[src/sv/kea_pkg.sv]
package kea_pkg;

  localparam int unsigned KeyW  = 8;
  localparam int unsigned CodeW = 2;
  localparam int unsigned AddrW = 3;
  localparam int unsigned DataW = 32;

  localparam logic [CodeW-1:0] EV_NONE     = 2'd0;
  localparam logic [CodeW-1:0] EV_PRESSED  = 2'd1;
  localparam logic [CodeW-1:0] EV_RELEASED = 2'd2;

  localparam logic REQ_POLL = 1'b0;
  localparam logic REQ_GET  = 1'b1;

  localparam logic REG_KEY_MASK     = 1'b0;
  localparam logic REG_REPEAT_LIMIT = 1'b1;

  localparam logic [KeyW-1:0] MASK_RESET  = 8'hEC;
  localparam logic [KeyW-1:0] LIMIT_RESET = 8'd5;

  typedef struct packed {
    logic [KeyW-1:0]  key_status;
    logic [KeyW-1:0]  tick_count;
    logic [CodeW-1:0] pending_code;
    logic [KeyW-1:0]  pending_key;
  } kea_poll_t;

endpackage

[src/sv/kea_if.sv]
interface kea_req_if;
  import kea_pkg::*;
  logic            valid;
  logic            ready;
  logic            req_type;
  logic [KeyW-1:0] pin_sample;

  modport source (output valid, output req_type, output pin_sample, input ready);
  modport sink   (input valid, input req_type, input pin_sample, output ready);
endinterface

interface kea_rsp_if;
  import kea_pkg::*;
  logic             valid;
  logic             ready;
  logic [CodeW-1:0] event_code;
  logic [KeyW-1:0]  event_key;

  modport source (output valid, output event_code, output event_key, input ready);
  modport sink   (input valid, input event_code, input event_key, output ready);
endinterface

[src/sv/kea_scan.sv]
module kea_scan
  import kea_pkg::*;
(
  input  logic [KeyW-1:0]  pin_sample,
  input  logic [KeyW-1:0]  key_enable_mask,
  input  logic [KeyW-1:0]  repeat_limit,
  input  logic [KeyW-1:0]  key_status,
  input  logic [KeyW-1:0]  tick_count,
  input  logic [CodeW-1:0] pending_code,
  input  logic [KeyW-1:0]  pending_key,
  input  logic [CodeW-1:0] last_taken_code,
  input  logic [KeyW-1:0]  last_taken_key,
  output kea_poll_t        poll
);

  logic [KeyW-1:0] masked;
  logic [KeyW-1:0] diff;
  logic [KeyW-1:0] tick_inc;
  logic [KeyW-1:0] top_key;
  logic            top_up;

  assign masked   = pin_sample & key_enable_mask;
  assign diff     = key_enable_mask & (pin_sample ^ key_status);
  assign tick_inc = tick_count + 8'd1;

  // pick the highest changed enabled key
  always_comb begin
    top_key = '0;
    top_up  = 1'b0;
    for (int b = 0; b < KeyW; b++) begin
      if (diff[b]) begin
        top_key    = '0;
        top_key[b] = 1'b1;
        top_up     = pin_sample[b];
      end
    end
  end

  always_comb begin
    poll.key_status   = key_status;
    poll.tick_count   = tick_inc;
    poll.pending_code = pending_code;
    poll.pending_key  = pending_key;
    if (masked != key_status) begin
      poll.tick_count = '0;
      poll.key_status = masked;
      if (diff != '0) begin
        poll.pending_code = top_up ? EV_RELEASED : EV_PRESSED;
        poll.pending_key  = top_key;
      end
    end else if (tick_inc > repeat_limit) begin
      poll.tick_count   = '0;
      poll.pending_code = last_taken_code;
      poll.pending_key  = last_taken_key;
    end
  end

endmodule

[src/sv/key_edge_event_autorepeat.sv]
// A get item's event is registered in the output register, or in the skid when
// that is full. One item per cycle while the skid is empty; a two-entry output
// buffer (register plus skid) lets req keep flowing while a result waits on rsp.
// Reset (rst, synchronous): mask 0xEC, repeat limit 5, all keys released,
// tick count zero, pending and last-taken events none, output buffer empty.
module key_edge_event_autorepeat
  import kea_pkg::*;
(
  input  logic             clk,
  input  logic             rst,
  kea_req_if.sink          req,
  kea_rsp_if.source        rsp,
  input  logic             psel,
  input  logic             penable,
  input  logic             pwrite,
  input  logic [AddrW-1:0] paddr,
  input  logic [DataW-1:0] pwdata,
  output logic [DataW-1:0] prdata,
  output logic             pready
);

  logic [KeyW-1:0]  key_enable_mask;
  logic [KeyW-1:0]  repeat_limit;
  logic [KeyW-1:0]  key_status;
  logic [KeyW-1:0]  tick_count;
  logic [CodeW-1:0] pending_code;
  logic [KeyW-1:0]  pending_key;
  logic [CodeW-1:0] last_taken_code;
  logic [KeyW-1:0]  last_taken_key;

  logic             obuf_valid;
  logic [CodeW-1:0] obuf_code;
  logic [KeyW-1:0]  obuf_key;
  logic             skid_valid;
  logic [CodeW-1:0] skid_code;
  logic [KeyW-1:0]  skid_key;

  logic      accept;
  logic      push;
  logic      pop;
  logic      cfg_wr;
  kea_poll_t poll;

  assign pready    = 1'b1;
  assign cfg_wr    = psel && penable && pwrite;
  assign prdata    = {{(DataW-KeyW){1'b0}},
                      (paddr[2] == REG_REPEAT_LIMIT) ? repeat_limit : key_enable_mask};

  assign req.ready = !skid_valid;
  assign accept    = req.valid && req.ready;
  assign push      = accept && (req.req_type == REQ_GET);
  assign pop       = rsp.valid && rsp.ready;

  assign rsp.valid      = obuf_valid;
  assign rsp.event_code = obuf_code;
  assign rsp.event_key  = obuf_key;

  kea_scan u_scan (
    .pin_sample      (req.pin_sample),
    .key_enable_mask (key_enable_mask),
    .repeat_limit    (repeat_limit),
    .key_status      (key_status),
    .tick_count      (tick_count),
    .pending_code    (pending_code),
    .pending_key     (pending_key),
    .last_taken_code (last_taken_code),
    .last_taken_key  (last_taken_key),
    .poll            (poll)
  );

  always_ff @(posedge clk) begin
    if (rst) begin
      key_enable_mask <= MASK_RESET;
      repeat_limit    <= LIMIT_RESET;
    end else if (cfg_wr) begin
      if (paddr[2] == REG_REPEAT_LIMIT) begin
        repeat_limit <= pwdata[KeyW-1:0];
      end else begin
        key_enable_mask <= pwdata[KeyW-1:0];
      end
    end
  end

  always_ff @(posedge clk) begin
    if (rst) begin
      key_status      <= MASK_RESET;
      tick_count      <= '0;
      pending_code    <= EV_NONE;
      pending_key     <= '0;
      last_taken_code <= EV_NONE;
      last_taken_key  <= '0;
    end else if (accept) begin
      if (req.req_type == REQ_POLL) begin
        key_status   <= poll.key_status;
        tick_count   <= poll.tick_count;
        pending_code <= poll.pending_code;
        pending_key  <= poll.pending_key;
      end else if (pending_code != EV_NONE) begin
        last_taken_code <= pending_code;
        last_taken_key  <= pending_key;
        pending_code    <= EV_NONE;
        pending_key     <= '0;
      end
    end
  end

  always_ff @(posedge clk) begin
    if (rst) begin
      obuf_valid <= 1'b0;
      skid_valid <= 1'b0;
    end else if (pop) begin
      if (skid_valid) begin
        obuf_code  <= skid_code;
        obuf_key   <= skid_key;
        skid_valid <= 1'b0;
      end else begin
        obuf_valid <= push;
        obuf_code  <= pending_code;
        obuf_key   <= pending_key;
      end
    end else if (push) begin
      if (!obuf_valid) begin
        obuf_valid <= 1'b1;
        obuf_code  <= pending_code;
        obuf_key   <= pending_key;
      end else begin
        skid_valid <= 1'b1;
        skid_code  <= pending_code;
        skid_key   <= pending_key;
      end
    end
  end

  a_skid_behind_obuf: assert property (@(posedge clk) disable iff (rst)
    skid_valid |-> obuf_valid)
    else $error("skid entry held with empty output register");

  a_pending_onehot: assert property (@(posedge clk) disable iff (rst)
    $onehot0(pending_key) && ((pending_code == EV_NONE) == (pending_key == '0)))
    else $error("pending event code and key disagree");

  a_get_shows: assert property (@(posedge clk) disable iff (rst)
    (push && !obuf_valid) |=> obuf_valid)
    else $error("get item produced no result");

  a_change_clears_tick: assert property (@(posedge clk) disable iff (rst)
    (accept && req.req_type == REQ_POLL &&
     (req.pin_sample & key_enable_mask) != key_status) |=> tick_count == '0)
    else $error("pin change did not clear tick count");

endmodule

[src/flat_wrapper.sv]
// flat-port wrapper written by rule: the top's interface ports become plain ports
module key_edge_event_autorepeat_flat import kea_pkg::*;
  (clk, rst, psel, penable, pwrite, paddr, pwdata, prdata, pready, req_valid, req_req_type, req_pin_sample, req_ready, rsp_valid, rsp_event_code, rsp_event_key, rsp_ready);
  kea_req_if req_i ();
  kea_rsp_if rsp_i ();
  input  logic clk;
  input  logic rst;
  input  logic psel;
  input  logic penable;
  input  logic pwrite;
  input  logic [AddrW-1:0] paddr;
  input  logic [DataW-1:0] pwdata;
  output logic [DataW-1:0] prdata;
  output logic pready;
  input wire logic [$bits(req_i.valid)-1:0] req_valid;
  input wire logic [$bits(req_i.req_type)-1:0] req_req_type;
  input wire logic [$bits(req_i.pin_sample)-1:0] req_pin_sample;
  output wire logic [$bits(req_i.ready)-1:0] req_ready;
  output wire logic [$bits(rsp_i.valid)-1:0] rsp_valid;
  output wire logic [$bits(rsp_i.event_code)-1:0] rsp_event_code;
  output wire logic [$bits(rsp_i.event_key)-1:0] rsp_event_key;
  input wire logic [$bits(rsp_i.ready)-1:0] rsp_ready;
  assign req_i.valid = req_valid;
  assign req_i.req_type = req_req_type;
  assign req_i.pin_sample = req_pin_sample;
  assign req_ready = req_i.ready;
  assign rsp_valid = rsp_i.valid;
  assign rsp_event_code = rsp_i.event_code;
  assign rsp_event_key = rsp_i.event_key;
  assign rsp_i.ready = rsp_ready;
  key_edge_event_autorepeat u_core (.clk(clk), .rst(rst), .req(req_i), .rsp(rsp_i), .psel(psel), .penable(penable), .pwrite(pwrite), .paddr(paddr), .pwdata(pwdata), .prdata(prdata), .pready(pready));
endmodule
[config.mk]
export PLATFORM = sky130hd
export DESIGN_NAME = key_edge_event_autorepeat_flat
export DESIGN_NICKNAME = d
export VERILOG_FILES = /design/src/sv/kea_pkg.sv /design/src/sv/kea_if.sv /design/src/sv/kea_scan.sv /design/src/sv/key_edge_event_autorepeat.sv /design/src/flat_wrapper.sv
export SDC_FILE = /design/constraint.sdc
export NUM_CORES = 1
export LEC_CHECK = 0
export BUFFER_PORTS_ARGS = -buffer_cell sky130_fd_sc_hd__buf_4
export CAP_MARGIN = 20
export CORE_UTILIZATION = 55
export CTS_CLUSTER_SIZE = 20
export DETAILED_ROUTE_END_ITERATION = 7
export GPL_TIMING_DRIVEN = 0
export MAX_ROUTING_LAYER = met4
export PLACE_DENSITY = 0.82
export SETUP_SLACK_MARGIN = 0.05
export SYNTH_ARGS = -nofsm -noshare
export SYNTH_HDL_FRONTEND = slang
export SYNTH_SLANG_ARGS = --single-unit
[constraint.sdc]
create_clock -name clk -period 6.4 [get_ports clk]
set_clock_uncertainty 0.05 [all_clocks]
set_input_delay 0.96 -clock clk [delete_from_list [all_inputs] [get_ports clk]]
set_output_delay 0.96 -clock clk [all_outputs]
set_load 0.005 [all_outputs]
# After elaboration in Yosys (flattened, before gate mapping)
# Cells that the tools add are included.
[totals]
reg_bits = 74
input_bits = 51
word_cells = 85
output_inout_bits = 45
[op_classes]
magnitude_cmp = 1
n_reduce_logical = 21
n_eq_ne = 5
n_mux = 36
addsub = 1
n_bitwise = 7
[op_table]
columns = ["operator", "n"]
rows = [
  ["$mux W8", 14],
  ["$mux W18", 2],
  ["$and A8 B8 Y8", 2],
  ["$mux W2", 7],
  ["$mux W1", 12],
  ["$mux W10", 1],
  ["$reduce_and A2 Y1", 5],
  ["$reduce_and A3 Y1", 3],
  ["$add A8 B1 Y8 const B", 1],
  ["$gt A8 B8 Y1", 1],
  ["$ne A8 B8 Y1", 1],
  ["$reduce_and A4 Y1", 2],
  ["$reduce_bool A8 Y1", 1],
  ["$xor A8 B8 Y8", 1],
  ["$logic_and A1 B1 Y1", 5],
  ["$ne A2 B2 Y1 const B", 2],
  ["$not A1 Y1", 4],
  ["$reduce_bool A2 Y1", 2],
  ["$ne A3 B2 Y1 const B", 1],
  ["$reduce_bool A3 Y1", 1],
  ["$ne A2 B1 Y1 const B", 1],
  ["$reduce_or A2 Y1", 1],
  ["$logic_not A1 Y1", 1],
]

# Logic depth before layout (Yosys ltp)
[depth]
word_depth = 14
mapped_depth = 12
mapped_depth_nobuf = 11

# By module
# From an unflattened synthesis, not the netlist that was laid out.
[hier_totals]
hier_cells = 449
hier_area_um2 = 4151.5
[modules_own_cells]
columns = ["module", "cells_per_inst", "area_per_inst_um2", "seq_area_each_um2", "instances"]
rows = [
  ["key_edge_event_autorepeat", 294, 3114.2, 1681.6, 1],
  ["kea_scan", 155, 1037.2, 0.0, 1],
]

# Least setup slack after synthesis
# No wires, ideal clock.
[synth_timing]
kind = "reg2reg"
from = "register u_core.tick_count[0]"
to = "register u_core.pending_key[0]"
path_buffers = 0
setup_time_ns = 0.131
stages_incl_launch_ff = 12
t_arrival_ns = 2.450
slack_ns = 3.769
required_time_ns = 6.219
synth_period_minus_slack_ns = 2.631
cell_sequence = "dfxtp_1 ha_1 and3_1 nand3_1 xnor2_1 ha_1 nand4_1 nor2_1 a211o_1 a21o_1 a221oi_4 o32ai_1"
[synth_between]
elab_chain_len = 4
[synth_rtl]
columns = ["element", "line_no", "text"]
rows = [
  ["from (decl)", "key_edge_event_autorepeat.sv:25", "logic [KeyW-1:0] tick_count;"],
  ["from (signal assigned)", "key_edge_event_autorepeat.sv:95", "tick_count <= poll.tick_count;"],
  ["$add A8 B1 Y8", "kea_scan.sv:24", "assign tick_inc = tick_count + 8'd1;"],
  ["$gt A8 B8 Y1", "kea_scan.sv:51", "end else if (tick_inc > repeat_limit) begin"],
  ["$reduce_bool A3 Y1 (no line)", "-", ""],
  ["$reduce_and A4 Y1 (no line)", "-", ""],
  ["to (signal assigned)", "key_edge_event_autorepeat.sv:97", "pending_key <= poll.pending_key;"],
  ["to (decl)", "key_edge_event_autorepeat.sv:27", "logic [KeyW-1:0] pending_key;"],
]
# Every way passes these cells.
# A chain may end at the register's enable or synchronous reset.

# Worst setup path after layout
[layout_timing]
from = "register u_core.tick_count[0]"
to = "register u_core.pending_key[3]"
# The elaborated chain is that of the path after synthesis.

==> impl_metrics.yaml <==
die:
  fp.coreArea_um2: 6832
  start_util: 0.5742
  rows: 30
  die_x_um: 86.45
  dieArea_um2: 7474
  die_y_um: 86.45
  io_pins: 96
cts:
  clk_latency_ns: 0.36
  root_buffer: "clkbuf_8"
  htree_levels: 3
  clk_pin_slew_ns: 0.09
  cts_buffers: 9
  post-cts-setup-buffers: 0
  cts_tree: "yes"
  cts_hold_buf: 0
  clockBufferDepth: 2
  clock-sinks: 74
  cts_resized: 0
detailed_routing:
  dr_total_vias: 3255
  initialDrtViolationCount: 163
  drt_wl_total_mm: 8.618
  route.antenna.remaining_nets: 0
  drc: 0
  wl_per_cell_um: 14.44
  drtPass1Iterations: 5
  via_per_inst: 5.452
worst_setup_path:
  reg2regPathDepth: 11
  cp.arrival_ns: 3.21
  path_class: "register to register"
  crit_required_ns: 6.58
  cp-start-kind: "register"
  critPathMaxFanout: 8
  worstSetupEndpointType: "register"
pwr:
  powerDensity_nw_per_um2: 208.9
  seqPwrFrac: 0.514
  power.internal_uw: 697.9
  power.switching_uw: 273.5
  clockPowerShare: 0.354
  netSwitchingFraction: 0.2815
  leakage_nw: 1.894
  vdd_drop_max_mv: 0.1501
  combPwrFrac: 0.131
synthesis:
  synth_edf_count: 20
  syn_area_um2: 3923
  ys_warn_count: 0
  async_reset_ff_frac: 0
  yosys_register_bits: 74
  syn_inst: 417
  yosys.cell_types.count: 55
  synth_flop_cell: "dfxtp_1"
  synth_seq_area_share: 0.4287
  synth.avg_cell_area_um2: 9.407
place:
  pre_cts_ws_ns: 3.409
  placed_cell_area_um2: 4464
  routabilityCongestion: 0.8373
  io_buffers: 44
  dp_hpwl_mm: 6.325
sta:
  hold_viol: 0
  min_period_over_period: 0.4733
  fin_ws_ns: 3.371
  rsz0062_at_grt: "no"
  worst_pin_slew_ns: 0.7504
  fin_tns_setup_ns: 0
  slew_viol_final: 0
  finalCriticalPeriod_ns: 3.029
  fmax_mhz: 330.2
  maxSlewHeadroom: 0.4979
  setup_viol: 0
global_route:
  grt-busiest-layer: "met2"
  met3_usage: 0.04571
  grt_pass1_vias: 2896
  grt_pass1_wl_mm: 13.79
  track_usage: 0.2489
  grtUsageMet1: 0.3112
  met2_usage: 0.4084
  overflow: 0
  grt_max_degree: 16
  antenna_found_initial: 0
cells_and_area:
  drive_above_1_share: 0.2375
  diodes: 0
  nNetsFinal: 556
  areaGrowthSynthToFinish_pct: 18.53
  final_common_cell: "buf_4"
  final_cell_mix: "buf_4 (69), dfxtp_1 (54), nand2_1 (39)"
  stdcell_area_um2: 4649
flow_run:
  cap_violations: 0
min_path:
  hp-class: "register to register"
  hold_depth: 2
outcome:
  outcome: "finished clean"
-- synthesized netlist by cell type (4+ instances only) --
| master | instances | area (um^2) |
|---|---|---|
| a211o_1 | 12 | 105.1 |
| a21boi_0 | 4 | 30.03 |
| a21oi_1 | 28 | 140.1 |
| a22oi_1 | 8 | 60.06 |
| a32oi_1 | 6 | 52.55 |
| and3_1 | 9 | 56.30 |
| buf_2 | 7 | 35.03 |
| buf_4 | 25 | 187.7 |
| clkbuf_1 | 6 | 22.52 |
| dfxtp_1 | 54 | 1081 |
| edfxtp_1 | 20 | 600.6 |
| ha_1 | 9 | 112.6 |
| inv_1 | 22 | 82.58 |
| mux2_2 | 16 | 180.2 |
| mux2i_1 | 12 | 120.1 |
| nand2_1 | 39 | 146.4 |
| nand3_1 | 13 | 65.06 |
| nor2_1 | 36 | 135.1 |
| nor2b_1 | 9 | 56.30 |
| o21ai_0 | 9 | 45.04 |
| o32ai_1 | 9 | 78.83 |
| xor2_1 | 11 | 96.34 |
-- area by class of cell --
class / count / area, um^2
timing repair buffer: 45 / 335.3
clock buffer: 9 / 123.9
multi-input combinational: 303 / 1988
clock inverter: 7 / 61.31
sequential: 74 / 1682
fill: 579 / 2182
inverter: 22 / 82.58
buffer: 41 / 256.5
tap: 96 / 120.1
-- per-layer routing --
layer	vias up	part of all wire
li1	1611	-
met1	1536	0.45
met2	96	0.48
met3	12	0.053
met4	0	0.013
met5	-	0
-- registers in the layout, summed over array words and instances, names as in the netlist --
register,cells
u_core.last_taken_code,2
u_core.repeat_limit,8
u_core.pending_code,2
u_core.skid_code,2
u_core.rsp.event_code,2
u_core.pending_key,8
u_core.last_taken_key,8
u_core.skid_key,8
u_core.key_status,8
u_core.rsp.valid,1
u_core.rsp.event_key,8
u_core.skid_valid,1
u_core.tick_count,8
u_core.key_enable_mask,8
-- worst max-delay path, stage by stage, from the launching register on --
cell and delay (ns):
dfxtp_1 0.43, ha_1 0.22, and3_1 0.20, nand3_1 0.10, xnor2_1 0.21, ha_1 0.28, nand4_1 0.16, nor2_1 0.07
a211o_1 0.32, a21o_1 0.25, a221oi_4 0.48, o32ai_1 0.14
-- power groups by stage --
| stage | clock (mW) | sequential [mW] | combinational [mW] |
|---|---|---|---|
| floorplan | 0 | 0.508 | 0.0822 |
| global placement | 0 | 0.510 | 0.122 |
| detailed placement | 0 | 0.510 | 0.125 |
| CTS | 0.345 | 0.500 | 0.125 |
| global route | 0.366 | 0.501 | 0.140 |
| finish | 0.344 | 0.500 | 0.127 |
-- final timing paths --
kind	endpoint	slack, ns	from
hold reg to reg	u_core.repeat_limit[5]	0.43	u_core.repeat_limit[5]
hold / removal	u_core.repeat_limit[5]	0.43	u_core.repeat_limit[5]
setup reg to reg	u_core.pending_key[3]	3.37	u_core.tick_count[0]
setup / recovery	u_core.pending_key[3]	3.37	u_core.tick_count[0]
-- logic make-up (layout without fill, tap and decap cells) --
| group | after synthesis | count (layout) | synth area share |
|---|---|---|---|
| buffers and inverters | 63 | 124 | 0.08644 |
| and+or+nand+nor | 134 | 134 | 0.1738 |
| other | 2 | 25 | 0.001915 |
| DFF | 74 | 74 | 0.4287 |
| xor gates and xnor gates | 14 | 14 | 0.03126 |
| adders and majority gates | 9 | 9 | 0.02871 |
| muxes | 28 | 28 | 0.07656 |
| AOI/OAI and AO/OA | 93 | 93 | 0.1726 |
-- metrics by stage --
stage	cells	hold WS, ns	util	power, mW
floorplan	440	0.3825	-	0.5903
CTS	597	0.4265	0.6806	0.9695
finish	597	0.4278	0.6806	0.9714
global route	597	0.4476	0.6806	1.007
detailed placement	581	0.4040	0.6535	0.6350
global placement	580	0.3982	0.6527	0.6320
No activity file was read; power rests on OpenSTA's default activity.
